**config.mk**
```make
export PLATFORM = sky130hd
export DESIGN_NAME = tcw_queue
export DESIGN_NICKNAME = d
export VERILOG_FILES = /design/src/sv/assert_macros.svh /design/src/sv/tcw_pkg.sv /design/src/sv/tcw_queue.sv
export SDC_FILE = /design/constraint.sdc
export NUM_CORES = 1
export LEC_CHECK = 0
export BUFFER_PORTS_ARGS = -buffer_cell sky130_fd_sc_hd__buf_2
export CAP_MARGIN = 20
export CORE_MARGIN = 1.5
export CORE_UTILIZATION = 23
export CTS_BUF_LIST = sky130_fd_sc_hd__clkbuf_8
export DETAILED_ROUTE_END_ITERATION = 16
export SKIP_LAST_GASP = 1
export SYNTH_ARGS = -nofsm -noshare
export SYNTH_HDL_FRONTEND = slang
export SYNTH_SLANG_ARGS = --single-unit
```
**constraint.sdc**
```tcl
create_clock -name clk -period 5.05 [get_ports clk]
set_clock_uncertainty 0.2 [all_clocks]
set_input_delay 1.01 -clock clk [delete_from_list [all_inputs] [get_ports clk]]
set_output_delay 1.01 -clock clk [all_outputs]
set_load 0.03 [all_outputs]
```
**src/sv/assert_macros.svh**
```systemverilog
// Assertion macros shared by the console writer RTL.
`ifndef ASSERT_MACROS_SVH
`define ASSERT_MACROS_SVH
`ifndef NO_ASSERTIONS
`define TCW_ASSERT_IMP(lbl, ante, cons) \
  lbl: assert property (@(posedge clk) disable iff (!rst_n) (ante) |-> (cons)) \
    else $error("console writer check failed");
`define TCW_ASSERT_NXT(lbl, ante, cons) \
  lbl: assert property (@(posedge clk) disable iff (!rst_n) (ante) |=> (cons)) \
    else $error("console writer check failed");
`else
`define TCW_ASSERT_IMP(lbl, ante, cons)
`define TCW_ASSERT_NXT(lbl, ante, cons)
`endif
`endif

```
**src/sv/tcw_pkg.sv**
```systemverilog
// Types, codes and constants of the text console character writer.
package tcw_pkg;

  localparam int DEF_COLS    = 80;
  localparam int DEF_ROWS    = 25;
  localparam int COORD_W     = 8;
  localparam int CELL_W      = 16;
  localparam int ADDR_W      = 16;
  localparam int QUEUE_DEPTH = 4;

  localparam logic [CELL_W-1:0] BLANK_CELL = 16'h0720;
  localparam logic [7:0] CH_BS     = 8'h08;
  localparam logic [7:0] CH_CR     = 8'h0d;
  localparam logic [7:0] CH_LF     = 8'h0a;
  localparam logic [7:0] CH_SPACE  = 8'h20;
  localparam logic [7:0] CH_SET_LO = 8'h21;
  localparam logic [7:0] CH_SET_HI = 8'h7f;

  typedef enum logic [2:0] {
    OP_PUT        = 3'd0,
    OP_SET_CHAR   = 3'd1,
    OP_CLEAR      = 3'd2,
    OP_SET_CURSOR = 3'd3,
    OP_READ       = 3'd4
  } op_t;

  typedef enum logic [2:0] {
    CMD_NONE,
    CMD_WRITE,
    CMD_READ,
    CMD_SCROLL,
    CMD_CLEAR
  } cmd_kind_t;

  typedef enum logic [2:0] {
    B_IDLE,
    B_READ,
    B_SCROLL,
    B_FILL,
    B_DONE
  } back_state_t;

  typedef struct packed {
    logic [2:0]         opcode;
    logic [7:0]         char_code;
    logic [3:0]         fore_colour;
    logic [3:0]         back_colour;
    logic [COORD_W-1:0] col;
    logic [COORD_W-1:0] row;
  } in_t;

  typedef struct packed {
    logic [6:0]        cursor_col;
    logic [4:0]        cursor_row;
    logic [CELL_W-1:0] cell_value;
    logic              ignored;
  } out_t;

  typedef struct packed {
    cmd_kind_t         kind;
    logic [ADDR_W-1:0] addr;
    logic [CELL_W-1:0] data;
    logic              last;
    out_t              res;
  } cmd_t;

endpackage

```
**src/sv/tcw_queue.sv**
```systemverilog
// Short command queue between the front and back of the console writer.
module tcw_queue (
  input  logic          clk,
  input  logic          rst_n,
  input  logic          push,
  input  tcw_pkg::cmd_t push_cmd,
  output logic          full,
  input  logic          pop,
  output logic          q_valid,
  output tcw_pkg::cmd_t q_cmd
);
  import tcw_pkg::*;

  localparam int QA = $clog2(QUEUE_DEPTH);
  localparam logic [QA-1:0] LAST_PTR = QA'(QUEUE_DEPTH - 1);
  localparam logic [QA:0]   FULL_CNT = (QA+1)'(QUEUE_DEPTH);

  cmd_t          entry_r [QUEUE_DEPTH];
  logic [QA-1:0] wr_ptr_r, wr_ptr_nxt;
  logic [QA-1:0] rd_ptr_r, rd_ptr_nxt;
  logic [QA:0]   count_r, count_nxt;

  assign full    = (count_r == FULL_CNT);
  assign q_valid = (count_r != '0);
  assign q_cmd   = entry_r[rd_ptr_r];

  always_comb begin
    wr_ptr_nxt = wr_ptr_r;
    rd_ptr_nxt = rd_ptr_r;
    count_nxt  = count_r;
    if (push) begin
      wr_ptr_nxt = (wr_ptr_r == LAST_PTR) ? '0 : wr_ptr_r + 1'b1;
    end
    if (pop) begin
      rd_ptr_nxt = (rd_ptr_r == LAST_PTR) ? '0 : rd_ptr_r + 1'b1;
    end
    if (push && !pop) begin
      count_nxt = count_r + 1'b1;
    end else if (pop && !push) begin
      count_nxt = count_r - 1'b1;
    end
  end

  always_ff @(posedge clk) begin
    if (!rst_n) begin
      wr_ptr_r <= '0;
      rd_ptr_r <= '0;
      count_r  <= '0;
    end else begin
      wr_ptr_r <= wr_ptr_nxt;
      rd_ptr_r <= rd_ptr_nxt;
      count_r  <= count_nxt;
    end
  end

  always_ff @(posedge clk) begin
    if (push) begin
      entry_r[wr_ptr_r] <= push_cmd;
    end
  end

endmodule

```
==> run summary <==
Status - complete, no violations
Worst Hold Depth - 2
Max Slew Vio Count - 0
I/O pin total - 136
Sequential Area - 0.00800 mm2
GR Layer Usage met3 - 2.85%
Area occupied by multi-input gates - 0.00174 mm2
Fillers - 4144
Final instance area - 0.0120 mm2
Placed Instances - 1049
R2r setup slk - 2.77 ns
Hold WC Path Type - reg2reg
GPL Wtd Cong - 0.682
Reg2Reg Depth - 4
Vias in the first global route - 4850
Most frequent cells in the layout - edfxtp_1, buf_2, mux4_2
Hold buffers post-CTS - 0
DRT Pass-1 Iters - 6
Fin crit period - 3.74 ns
Postcts setup bufs - 0
Critical path data required time - 3.84 ns
Top Usage Layer GRT - met2
1st-iter DRT viols - 190
Port Buffers - 135
Per-cell routed wire length - 17.2 um
Maximum net fanout on the critical path - 37
Met1 Use GR - 10.7%
Vias - 4459
Reg clk slew, reported paths - 0.06 ns
Maximum number of pins on one net before global-route repair - 57
Unrepaired setup endpoints after global routing - false
Num CTS Buffers - 46
LEAKAGE - 3.98 nW
Rel. slew slack - 37.4%
Post-route ant nets - 0
Sink Count - 269
Crit path DAT - 2.53 ns
Die ar. - 0.0442 mm2
R2R Path End - entry_r[0][24]
Yosys top cell by area - edfxtp_1
Largest cells by area after synthesis - edfxtp_1, mux4_2, dfxtp_1
Min-Delay Startpoint - count_r[2]
Avg Cell Area, Syn - 25.8 um2
Final Cycle Share - 74.0%
Setup TNS - 0 ns
Clk buf depth - 3
Share of layout cells above drive strength 1 - 46.4%
Worst r2r src - wr_ptr_r[0]
Starting Density - 23.5%
Area grow syn2layout - 21.3%
CTS H-Tree Depth - 2
Power per Cell Area - 409 mW/mm2
Hold Crit Endpoint - count_r[2]
# diodes - 0
Post-synthesis sequential area ratio - 80.8%
Met2 Resource Use GR - 14.5%
Worst-Skew Late Latency - 0.59 ns
Yosys warns - 0
Setup violations, final - 0
Synth Cell Area - 0.00988 mm2
Synth Instances - 383
CTS root buf - clkbuf_8
Synth Net Count - 459
Via/cell ratio - 3.95
DP Area - 0.0112 mm2
Nets - 634
Total GRT Usage - 8.94%
Detail Placement HPWL - 11200 um
# resized after CTS - 0
Unique masters post-synth - 23
Wire length of the first global-routing pass - 28900 um
Yosys reg bits - 269
Non-Filler Instances - 1130
DRC Markers - 0
Startpoint Class - flop
Initial antenna violation count - 1
MaxCap Viol Count - 0
Slew @ Worst Pin - 0.939 ns
Hold Vio Cnt, Final - 0
CTS tree - built
GRT overflow - 0
Placement Rows - 75
Max Freq - 268 MHz
Final wirelength - 19400 um
Core area - 0.0421 mm2
Die X - 210 um
Commonest non-fill, non-tap cell in the layout - edfxtp_1
Die Y - 210 um
Yosys top cell area share - 79.0%
Crit end category - output pin
Maximum vdd ir drop - 180 uV
WS Path Type - reg2out
-- how the worst max path moves through the flow --
stage / endpoint / slack [ns] / cells after the start
floorplan: entry_r[0][0] / 1.88 / 1
global placement: q_cmd[20] / 1.80 / 3
detailed placement: q_cmd[20] / 1.78 / 3
CTS: q_cmd[20] / 1.09 / 3
global route: q_cmd[14] / 1.01 / 3
finish: q_cmd[58] / 1.31 / 3
-- per-layer routing --
metal	up-vias	wire length, um
li1	1996	-
met1	2287	8220
met2	122	9450
met3	54	1110
met4	0	639
met5	-	0
-- logic make-up (layout without fill, tap and decap cells) --
group | after synthesis | count (layout) | share of synthesized area [%]
flip-flops | 269 | 269 | 80.8
multiplexers | 69 | 69 | 15.2
buffers and inverters | 18 | 226 | 1.70
AND/OR/NAND/NOR | 15 | 15 | 0.924
adder cells (fa/ha/maj) | 7 | 7 | 0.962
AO/OA/AOI/OAI | 3 | 3 | 0.203
XOR/XNOR | 2 | 2 | 0.177
-- synth_stat cells --
cell / instances
nor3_1: 1
nor2b_1: 5
or3_1: 2
o21ai_0: 1
clkbuf_1: 1
mux2i_1: 4
xor2_1: 1
buf_4: 1
mux4_2: 65
buf_6: 1
buf_12: 5
ha_1: 6
dfxtp_1: 9
and2_1: 5
nor2_1: 1
inv_1: 4
nor3b_1: 1
xnor2_1: 1
buf_2: 6
o21a_1: 1
fa_1: 1
a21boi_0: 1
edfxtp_1: 260
-- state kept, by name, summed over array words and instances (netlist names), named ones only --
name,count
rd_ptr_r,2
wr_ptr_r,2
entry_r,260
count_r,3
-- critical path: stages (launching register included) --
cell and delay, ns:
dfxtp_4 0.75, buf_12 0.40, mux4_2 0.57, buf_2 0.20
-- final cells by class --
class | count | area share [%]
clock buffers | 47 | 5.39
clock inverters | 34 | 1.57
inverters | 4 | 0.125
multi-input cells | 96 | 14.5
flip-flops and latches | 269 | 66.7
well taps | 539 | 5.62
repair buffers | 141 | 6.12
-- report_power, final --
group	switching [mW]	internal (mW)
clock	0.875	0.924
combinational	0.314	0.188
sequential	0.0488	2.56
total	1.24	3.67
-- metrics by stage --
step | setup slack (ns) | hold slack, ns | util (%) | power (mW)
after floorplan | 1.88 | 0.267 | - | 3.00
final | 1.31 | 0.317 | 28.5 | 4.91
after global placement | 1.80 | 0.284 | 26.5 | 3.16
after global routing | 1.01 | 0.343 | 28.5 | 5.12
after detailed placement | 1.78 | 0.312 | 26.5 | 3.17
after CTS | 1.09 | 0.324 | 28.5 | 5.01
Power figures use the tool's default switching activity.
