$ cat src/sv/assert_macros.svh
// Assertion macros shared by the console writer RTL.
`ifndef ASSERT_MACROS_SVH
`define ASSERT_MACROS_SVH
`ifndef NO_ASSERTIONS
`define TCW_ASSERT_IMP(lbl, ante, cons) \
  lbl: assert property (@(posedge clk) disable iff (!rst_n) (ante) |-> (cons)) \
    else $error("console writer check failed");
`define TCW_ASSERT_NXT(lbl, ante, cons) \
  lbl: assert property (@(posedge clk) disable iff (!rst_n) (ante) |=> (cons)) \
    else $error("console writer check failed");
`else
`define TCW_ASSERT_IMP(lbl, ante, cons)
`define TCW_ASSERT_NXT(lbl, ante, cons)
`endif
`endif

$ cat src/sv/tcw_pkg.sv
// Types, codes and constants of the text console character writer.
package tcw_pkg;

  localparam int DEF_COLS    = 80;
  localparam int DEF_ROWS    = 25;
  localparam int COORD_W     = 8;
  localparam int CELL_W      = 16;
  localparam int ADDR_W      = 16;
  localparam int QUEUE_DEPTH = 4;

  localparam logic [CELL_W-1:0] BLANK_CELL = 16'h0720;
  localparam logic [7:0] CH_BS     = 8'h08;
  localparam logic [7:0] CH_CR     = 8'h0d;
  localparam logic [7:0] CH_LF     = 8'h0a;
  localparam logic [7:0] CH_SPACE  = 8'h20;
  localparam logic [7:0] CH_SET_LO = 8'h21;
  localparam logic [7:0] CH_SET_HI = 8'h7f;

  typedef enum logic [2:0] {
    OP_PUT        = 3'd0,
    OP_SET_CHAR   = 3'd1,
    OP_CLEAR      = 3'd2,
    OP_SET_CURSOR = 3'd3,
    OP_READ       = 3'd4
  } op_t;

  typedef enum logic [2:0] {
    CMD_NONE,
    CMD_WRITE,
    CMD_READ,
    CMD_SCROLL,
    CMD_CLEAR
  } cmd_kind_t;

  typedef enum logic [2:0] {
    B_IDLE,
    B_READ,
    B_SCROLL,
    B_FILL,
    B_DONE
  } back_state_t;

  typedef struct packed {
    logic [2:0]         opcode;
    logic [7:0]         char_code;
    logic [3:0]         fore_colour;
    logic [3:0]         back_colour;
    logic [COORD_W-1:0] col;
    logic [COORD_W-1:0] row;
  } in_t;

  typedef struct packed {
    logic [6:0]        cursor_col;
    logic [4:0]        cursor_row;
    logic [CELL_W-1:0] cell_value;
    logic              ignored;
  } out_t;

  typedef struct packed {
    cmd_kind_t         kind;
    logic [ADDR_W-1:0] addr;
    logic [CELL_W-1:0] data;
    logic              last;
    out_t              res;
  } cmd_t;

endpackage

$ cat src/sv/tcw_front.sv
// Front end: accepts words, tracks the cursor and issues screen commands.
module tcw_front #(
  parameter int COLS = tcw_pkg::DEF_COLS,
  parameter int ROWS = tcw_pkg::DEF_ROWS
) (
  input  logic          clk,
  input  logic          rst_n,
  input  logic          in_valid,
  output logic          in_stall,
  input  tcw_pkg::in_t  in_data,
  input  logic          init_busy,
  input  logic          q_full,
  output logic          push,
  output tcw_pkg::cmd_t push_cmd
);
  import tcw_pkg::*;

  localparam logic [COORD_W-1:0] COLS_C  = COORD_W'(COLS);
  localparam logic [COORD_W-1:0] COLS_M1 = COORD_W'(COLS - 1);
  localparam logic [COORD_W-1:0] ROWS_C  = COORD_W'(ROWS);
  localparam logic [COORD_W-1:0] ROWS_M1 = COORD_W'(ROWS - 1);

  logic [COORD_W-1:0] cc_r, cc_nxt;
  logic [COORD_W-1:0] cl_r, cl_nxt;
  logic               pre_r, pre_nxt;
  logic               main_r, main_nxt;
  logic               post_r, post_nxt;
  cmd_t               cmd_r;

  logic               accept;
  logic               busy;
  logic               in_range;
  logic [7:0]         attr;
  logic [COORD_W-1:0] nc, nl, c1, l1, c2, sel_col, sel_row;
  logic               pre, post, ign;
  cmd_kind_t          kind;
  logic [CELL_W-1:0]  data;
  logic [ADDR_W-1:0]  addr;
  out_t               res;

  // Classify the incoming word and plan its commands
  always_comb begin
    attr     = {in_data.back_colour, in_data.fore_colour};
    in_range = (in_data.col < COLS_C) && (in_data.row < ROWS_C);
    nc       = cc_r;
    nl       = cl_r;
    c1       = cc_r;
    l1       = cl_r;
    c2       = cc_r;
    sel_col  = cc_r;
    sel_row  = cl_r;
    pre      = 1'b0;
    post     = 1'b0;
    ign      = 1'b0;
    kind     = CMD_NONE;
    data     = '0;
    case (in_data.opcode)
      OP_PUT: begin
        if (in_data.char_code == CH_BS) begin
          c1      = (cc_r != '0) ? cc_r - 1'b1 : cc_r;
          nc      = c1;
          sel_col = c1;
          kind    = CMD_WRITE;
          data    = {attr, CH_SPACE};
        end else if (in_data.char_code == CH_CR) begin
          nc = '0;
        end else if (in_data.char_code == CH_LF) begin
          nc = '0;
          if (cl_r >= ROWS_M1) begin
            kind = CMD_SCROLL;
          end else begin
            nl = cl_r + 1'b1;
          end
        end else begin
          // wrap before the write when parked on the last column
          if (cc_r >= COLS_M1) begin
            c1 = '0;
            if (cl_r >= ROWS_M1) begin
              pre = 1'b1;
            end else begin
              l1 = cl_r + 1'b1;
            end
          end
          sel_col = c1;
          sel_row = l1;
          kind    = CMD_WRITE;
          data    = {attr, in_data.char_code};
          c2      = c1 + 1'b1;
          if (c2 >= COLS_M1) begin
            nc = '0;
            if (l1 >= ROWS_M1) begin
              post = 1'b1;
              nl   = l1;
            end else begin
              nl = l1 + 1'b1;
            end
          end else begin
            nc = c2;
            nl = l1;
          end
        end
      end
      OP_SET_CHAR: begin
        if (in_range && in_data.char_code >= CH_SET_LO && in_data.char_code <= CH_SET_HI) begin
          kind    = CMD_WRITE;
          data    = {attr, in_data.char_code};
          sel_col = in_data.col;
          sel_row = in_data.row;
        end else begin
          ign = 1'b1;
        end
      end
      OP_CLEAR: begin
        kind = CMD_CLEAR;
        data = {attr, CH_SPACE};
        nc   = '0;
        nl   = '0;
      end
      OP_SET_CURSOR: begin
        if (in_range) begin
          nc = in_data.col;
          nl = in_data.row;
        end else begin
          ign = 1'b1;
        end
      end
      OP_READ: begin
        if (in_range) begin
          kind    = CMD_READ;
          sel_col = in_data.col;
          sel_row = in_data.row;
        end else begin
          ign = 1'b1;
        end
      end
      default: begin
      end
    endcase
    addr = ADDR_W'(sel_row) * ADDR_W'(COLS) + ADDR_W'(sel_col);
    res.cursor_col = nc[6:0];
    res.cursor_row = nl[4:0];
    res.cell_value = '0;
    res.ignored    = ign;
  end

  // Issue the planned commands in order: wrap scroll, main, trailing scroll
  always_comb begin
    busy          = pre_r || main_r || post_r;
    push          = busy && !q_full;
    pre_nxt       = pre_r;
    main_nxt      = main_r;
    post_nxt      = post_r;
    push_cmd.kind = CMD_SCROLL;
    push_cmd.addr = '0;
    push_cmd.data = '0;
    push_cmd.last = 1'b1;
    push_cmd.res  = cmd_r.res;
    if (pre_r) begin
      push_cmd.last = !main_r && !post_r;
      if (push) begin
        pre_nxt = 1'b0;
      end
    end else if (main_r) begin
      push_cmd      = cmd_r;
      push_cmd.last = !post_r;
      if (push) begin
        main_nxt = 1'b0;
      end
    end else if (push) begin
      post_nxt = 1'b0;
    end
    in_stall = init_busy || (busy && !(push && push_cmd.last));
    accept   = in_valid && !in_stall;
    cc_nxt   = cc_r;
    cl_nxt   = cl_r;
    if (accept) begin
      pre_nxt  = pre;
      main_nxt = 1'b1;
      post_nxt = post;
      cc_nxt   = nc;
      cl_nxt   = nl;
    end
  end

  always_ff @(posedge clk) begin
    if (!rst_n) begin
      cc_r   <= '0;
      cl_r   <= '0;
      pre_r  <= 1'b0;
      main_r <= 1'b0;
      post_r <= 1'b0;
    end else begin
      cc_r   <= cc_nxt;
      cl_r   <= cl_nxt;
      pre_r  <= pre_nxt;
      main_r <= main_nxt;
      post_r <= post_nxt;
    end
  end

  always_ff @(posedge clk) begin
    if (accept) begin
      cmd_r.kind <= kind;
      cmd_r.addr <= addr;
      cmd_r.data <= data;
      cmd_r.last <= 1'b1;
      cmd_r.res  <= res;
    end
  end

endmodule

$ cat config.mk
export PLATFORM = sky130hd
export DESIGN_NAME = tcw_front
export DESIGN_NICKNAME = d
export VERILOG_FILES = /design/src/sv/assert_macros.svh /design/src/sv/tcw_pkg.sv /design/src/sv/tcw_front.sv
export SDC_FILE = /design/constraint.sdc
export NUM_CORES = 1
export LEC_CHECK = 0
export ABC_AREA = 1
export BUFFER_PORTS_ARGS = -buffer_cell sky130_fd_sc_hd__buf_2
export CAP_MARGIN = 40
export CORE_MARGIN = 5
export CORE_UTILIZATION = 55
export CTS_CLUSTER_DIAMETER = 40
export CTS_CLUSTER_SIZE = 20
export DETAILED_ROUTE_END_ITERATION = 12
export PLACE_DENSITY = 0.79
export REMOVE_ABC_BUFFERS = 1
export SYNTH_ARGS = -nofsm -noshare
export SYNTH_HDL_FRONTEND = slang
export SYNTH_SLANG_ARGS = --single-unit
$ cat constraint.sdc
create_clock -name clk -period 6 [get_ports clk]
set_input_delay 1.2 -clock clk [delete_from_list [all_inputs] [get_ports clk]]
set_output_delay 1.2 -clock clk [all_outputs]
set_load 0.02 [all_outputs]
==> summary.md, run 1 <==
| Metric | Value |
|---|---|
| Outcome | `complete, no violations` |
| HP Class | `reg2reg` |
| Detailed Route Iter0 Violations | `approximately 800` |
| EDFF count, synth | `48` |
| Unique masters post-synth | `50` |
| Clock skew | `between 15 and 20 ps` |
| Power, Total | `around 1.3 mW` |
| Via-to-Cell Ratio | `5.533` |
| Gr ovfl total | `0` |
| Clock Pin Slew Worst Setup and Hold Paths | `80 ps` |
| I/O Buffers | `90` |
| Syn Inst Count | `900` |
| Worst Setup Start Kind | `input port` |
| R2R depth | `23` |
| First-pass GRT wire length | `about 28000 um` |
| Vias in the first global route | `~5500` |
| Crit-path max FO | `14` |
| Die X | `114.6 um` |
| Core ar. | `~11000 sq um` |
| Global Route Usage Sum | `about 27%` |
| Pre-antenna DRT Iters | `6` |
| Final Non-Filler Cells | `around 1100` |
| Initial Utilization | `between 50 and 60%` |
| Max incr delay on CP | `350 ps` |
| Sequential area share after synthesis | `about 30%` |
| Antenna Cells | `0` |
| Worst EP required | `~6100 ps` |
| Fmax | `between 200 and 250 MHz` |
| Cells after DPL | `1101` |
| CTS tree | `yes` |
| Worst-Skew Late Latency | `between 300 and 400 ps` |
| Share of cells above drive strength 1 | `approximately 17%` |
| Placed wire-length estimate | `roughly 13000 um` |
| Fin Setup TNS | `0 ps` |
| Routed len/inst | `15.77 um` |
| Die Ht | `about 110 um` |
| Worst path arrival time | `5070 ps` |
| Asr flop ratio synth | `0%` |
| Crit-path slowest cell | `ha_1` |
| Worst-Margin Slew | `between 600 and 700 ps` |
| Setup violators final | `0` |
| Max IR drop VDD | `approximately 120 uV` |
| Gr busiest metal | `met2` |
| Worst Path Buf+Inv | `2` |
| Final hold viol count | `0` |
| Met3 GRT Util | `under 10%` |
| Leading register cell type out of synthesis | `edfxtp_1` |
| Worst setup EP type | `flop` |
| Clock sink count | `67` |
| PostCTS Resize Cnt | `0` |
| Fin. max-slew vios | `0` |
| Met1 Resource Use GR | `38.72%` |
| Final ANT Viol Nets | `0` |
| Rows | `38` |
| #FFs+latches synth | `67` |
| Remaining design rule violation count | `0` |
| PD cells | `about 200 nW/um^2` |
| Commonest non-fill, non-tap cells in the layout | `234 x nand2_1, 115 x nor2_1, 105 x inv_1, 90 x buf_2, 68 x nand3_1` |
| Ys Warns | `0` |
| H-tree Lvls | `3` |
| Final net count | `a little over 1000` |
| CP Class | `in2reg` |
| Area taken by multi-input logic gates | `roughly 3500 sq um` |
| Largest net degree at the start of global routing | `38` |
| Worst path depth | `22` |
| Worst Hold Depth | `2` |
| Num CTS Buffers | `9` |
| Post-CTS Setup Inserts | `0` |
| Netlist Area Pre-Place | `6022 sq um` |
| Syn-to-layout area delta | `10.80%` |
| Initial antenna violation count | `0` |
| Clock Path Buffers | `2` |
| Leak pwr | `between 3 and 4 nW` |
| Max_cap viols | `0` |
| Post-Syn Area per Cell | `between 6 and 7 sq um` |
| Die area | `between 10000 and 15000 sq um` |
| Final Wtd Congestion | `about 1` |
| Most common cell after layout, fill and taps aside | `nand2_1` |
| Met2 GRT Util | `around two fifths` |
| Final Critical Period | `4945 ps` |
| Worst relative slew slack | `a little over half` |
| Worst path top cell family by delay | `simple AND/OR/NAND/NOR gates` |
| Clock root cell | `clkbuf_8` |
| CTS Hold Bufs | `0` |
| Register area | `between 1500 and 2000 sq um` |
| Drt total wl | `17610 um` |
| Io pins | `~110` |
| RSZ-0062 raised after global routing | `no` |
| Cell Chain, Critical Path | `buf_2 -> nor2_1 -> nand2_1 -> nor2_2 -> nand2_1 -> nor2_1 -> a21oi_1 -> a221oi_1 -> nand3_1 -> o21ai_0 -> inv_1 -> ha_1 -> ha_1 -> a21oi_1 -> nor2_1 -> or2_2 -> a21oi_1 -> xor2_1 -> nor3_1 -> nand4_1 -> nand3_1 -> nand2_1` |
| Via Count | `around 6000` |
| Filler cells | `1071` |
| Fin crit share | `~82%` |
Yosys cell counts (9+ instances only):
master	instances	area, sq um
ha_1	23	287.8
nand4_1	19	118.9
a21oi_1	44	220.2
nand2_1	234	878.3
clkbuf_1	14	52.55
o21ai_0	45	225.2
xor2_1	10	87.58
edfxtp_1	48	1441
nor2_2	9	56.30
inv_1	105	394.1
dfxtp_1	19	380.4
nand3_1	68	340.3
buf_4	31	232.7
o21ai_1	10	50.05
nor2_1	115	431.7
through the flow:
step           util (%)  hold slack, ps  worst slack (ps)  area, sq um
5_1_grt           61.82           557.8             653.3         6673
6_report          61.82           510.6              1055         6673
4_1_cts           61.82           506.0              1103         6673
3_5_place_dp      59.75           493.8             731.5         6449
3_3_place_gp      59.75           490.6             881.7         6449
2_1_floorplan         -           467.4              1104         5725
logic make-up (layout without fill, tap and decap cells):
logic type	count (synthesis)	count (layout)	share of synthesized area, %
simple gates	473	473	34.80
other cells	1	17	0.06227
xor+xnor	13	13	1.891
compound gates	147	147	14.63
buf+inv	175	236	13.26
fa+ha+maj	24	24	5.111
flops	67	67	30.25
flip-flops by register name, summed over array words and instances, names as in the netlist:
register  cells
cmd_r        48
cc_r          8
cl_r          8
main_r        1
post_r        1
pre_r         1
worst min-delay path, stage by stage, from the launching register on:
cell and delay [ps]:
dfxtp_1 320, o21ai_0 80, a21oi_1 60
cell type report:
class / count / share of cell area (%)
multi-input combinational: 674 / 51.88
timing repair buffer: 103 / 8.213
sequential: 67 / 27.30
tap: 140 / 2.625
clock inverter: 7 / 1.500
inverter: 117 / 6.619
clock buffer: 9 / 1.856
metal layers:
layer  wire, um  part of all wire, %
met4        339                  1.9
met2       7479                   42
met5          0                    0
met3       2184                   12
met1       7608                   43
final timing paths:
check	start	to	slack, ps
worst max-delay path	in_data[15]	cmd_r[59]	1050
worst min-delay path	post_r	post_r	510
worst max register to register	cc_r[2]	cmd_r[59]	1500
worst min register to register	post_r	post_r	510
where the power goes:
part / switching [mW] / internal [mW] / total, mW
sequential: 0.0168 / 0.525 / 0.541
clock: 0.199 / 0.237 / 0.436
combinational: 0.224 / 0.101 / 0.325
total: 0.440 / 0.862 / 1.30
Power figures use the tool's default switching activity.
==> inputs of run 2 (changes only) <==
- clock period: 6 -> 4.63 ns (I/O delays scaled with it)
==> summary.md, run 2 (synthesis results as in run 1) <==
| Metric | Value |
|---|---|
| Final ANT Viol Nets | `0 (unchanged)` |
| Worst R2R Setup Slack | `480 ps (-1020 ps)` |
| Largest net degree at the start of global routing | `40 (+5.3%)` |
| Initial antenna violation count | `0 (unchanged)` |
| Clock skew | `17.40 ps (-0.1101 ps)` |
| Worst-Skew Late Latency | `360 ps (about the same)` |
| Antenna Cells | `0 (unchanged)` |
| Worst relative slew slack | `54.85% (+0.80 points)` |
| Die X | `114.6 um (unchanged)` |
| Worst setup EP type | `flop` |
| Vias in the first global route | `5599 (+2.7%)` |
| Crit-path max FO | `4 (-10)` |
| Commonest non-fill, non-tap cells in the layout | `234 x nand2_1, 115 x nor2_1, 105 x inv_1, 90 x buf_2, 68 x nand3_1` |
| Hold EP | `post_r` |
| Share of cells above drive strength 1 | `19.78% (+2.5 points)` |
| Clock Path Buffers | `2 (unchanged)` |
| Area taken by multi-input logic gates | `3467 sq um (+0.14%)` |
| Routed len/inst | `15.66 um (-0.71%)` |
| Detailed Route Iter0 Violations | `611 (-23%)` |
| PD cells | `239.1 nW/um^2 (+22%)` |
| Via Count | `6300 (+1.9%)` |
| I/O Buffers | `90 (unchanged)` |
| Fmax | `between 200 and 250 MHz` |
| Rows | `38 (unchanged)` |
| Final hold viol count | `0 (unchanged)` |
| Post-layout util | `63.85% (+2.0 points)` |
| Worst-Margin Slew | `677.2 ps (-9.974 ps)` |
| Most common cell after layout, fill and taps aside | `nand2_1` |
| Cell Chain, Critical Path | `buf_2 -> inv_1 -> nand3_1 -> nor2_2 -> nand2_1 -> nand2_1 -> nor2_1 -> o21ai_0 -> o21ai_0 -> a211oi_1 -> a21oi_1 -> ha_1 -> ha_1 -> nand2_1 -> nand2_1 -> a21oi_1 -> nor2_1 -> or2_2 -> a21oi_1 -> xor2_1 -> nor3_2 -> nand4_1 -> nand3_1 -> nand2_1` |
| First-pass GRT wire length | `28260 um (+1.3%)` |
| Gr ovfl total | `0 (unchanged)` |
| Drt total wl | `17940 um (+1.9%)` |
| Die area | `13140 sq um (unchanged)` |
| Global Route Usage Sum | `27.22% (+0.47 points)` |
| Crit path top cell by count | `nand2_1` |
| Worst EP required | `4740 ps (-1380 ps)` |
| Clock Pin Slew Worst Setup and Hold Paths | `80 ps (about the same)` |
| Remaining design rule violation count | `0 (unchanged)` |
| Post-CTS Setup Inserts | `0 (unchanged)` |
| Worst Setup Start Kind | `input port` |
| CP Class | `in2reg` |
| Syn-to-layout area delta | `14.44%` |
| Initial Utilization | `55.80% (unchanged)` |
| Max IR drop VDD | `144.0 uV (+23%)` |
| Fin Setup TNS | `0 ps (unchanged)` |
| Biggest register | `cmd_r` |
| Filler cells | `1031 (-3.7%)` |
| Place WS | `-91.22 ps (-822.7 ps)` |
| Num CTS Buffers | `9 (unchanged)` |
| Fin. max-slew vios | `0 (unchanged)` |
| Io pins | `107 (unchanged)` |
| Worst path arrival time | `4430 ps (-640 ps)` |
| Fin crit share | `93.20%` |
| Die Ht | `114.6 um (unchanged)` |
| HP Start | `post_r` |
| Outcome | `complete, no violations` |
| Clock root cell | `clkbuf_8` |
| Max_cap viols | `0 (unchanged)` |
| R2R depth | `21 (-8.7%)` |
| WHS | `514.8 ps (+4.217 ps)` |
| Core ar. | `10790 sq um (unchanged)` |
| Final worst slack | `314.7 ps (-739.9 ps)` |
| Register area | `1822 sq um (unchanged)` |
| Largest register FFs | `48 (unchanged)` |
| Worst Hold Depth | `2 (unchanged)` |
| Reg-to-Reg Start | `cl_r[0]` |
| Placed wire-length estimate | `13770 um (+3.5%)` |
| Max incr delay on CP | `320 ps (-30 ps)` |
| Largest registers | `cmd_r x48, cc_r x8, cl_r x8` |
| Crit-path slowest cell | `ha_1` |
| Leak pwr | `3.539 nW (+3.9%)` |
| H-tree Lvls | `3 (unchanged)` |
| Final Critical Period | `between 4000 and 5000 ps` |
| Worst flop-to-flop path endpoint | `cmd_r[59]` |
| CTS tree | `yes` |
| Final Wtd Congestion | `1.011 (+0.91%)` |
| RSZ-0062 raised after global routing | `no` |
| Pre-antenna DRT Iters | `5 (-1)` |
| Setup violators final | `0 (unchanged)` |
| Clock sink count | `67 (unchanged)` |
| Final net count | `1065 (+2.8%)` |
| Via-to-Cell Ratio | `5.497 (-0.64%)` |
| HP Class | `reg2reg` |
## run 2: metrics by stage
stage / power, mW / instances / instance area [sq um]
after floorplan: 0.9983 / 858 / 5725
after global placement: 1.143 / 1129 / 6671
after detailed placement: 1.148 / 1130 / 6686
after CTS: 1.644 / 1146 / 6887
after global routing: 1.729 / 1146 / 6892
final: 1.648 / 1146 / 6892
## run 2: per-layer routing
| layer | vias to the layer above | track usage, % | share of wire, % |
|---|---|---|---|
| li1 | 3109 | - | - |
| met1 | 2813 | 38.78 | 43 |
| met2 | 347 | 41.95 | 43 |
| met3 | 31 | 5.391 | 12 |
| met4 | 0 | 7.601 | 1.9 |
| met5 | - | 0 | 0 |
## run 2: area by class of cell
| type | count | share of cell area, % |
|---|---|---|
| clock buffer | 9 | 1.797 |
| clock inverter | 7 | 1.107 |
| inverter | 117 | 6.409 |
| multi-input combinational | 674 | 50.31 |
| sequential | 67 | 26.43 |
| tap | 140 | 2.542 |
| timing repair buffer | 132 | 11.40 |
## run 2: worst max-delay path by stage
stage	slack, ps	to	start	depth (start not counted)
after global routing	80	cmd_r[59]	in_data[13]	23
after detailed placement	-90	cmd_r[59]	in_data[31]	24
final	310	cmd_r[59]	in_data[31]	24
after global placement	90	cmd_r[59]	in_data[15]	22
after CTS	280	cmd_r[59]	in_data[15]	22
after floorplan	8	cmd_r[59]	in_data[7]	21
## run 2: where the power goes
group	internal [mW]	total [mW]	switching [mW]
Combinational	0.149	0.448	0.300
Clock	0.251	0.502	0.251
Sequential	0.680	0.697	0.0174
## run 2: critical path: cells and delay by family
kind	cells	cell delay, ps
xor gates and xnor gates	1	130
adders and majority gates	2	620
and+or+nand+nor	13	1620
buffers and inverters	2	200
AOI/OAI and AO/OA	6	920
## run 2: what timing repair did
item	in CTS	in global routing
endpoints found under the setup margin	0	1
hold buffers	0	0
gates resized for setup	0	1
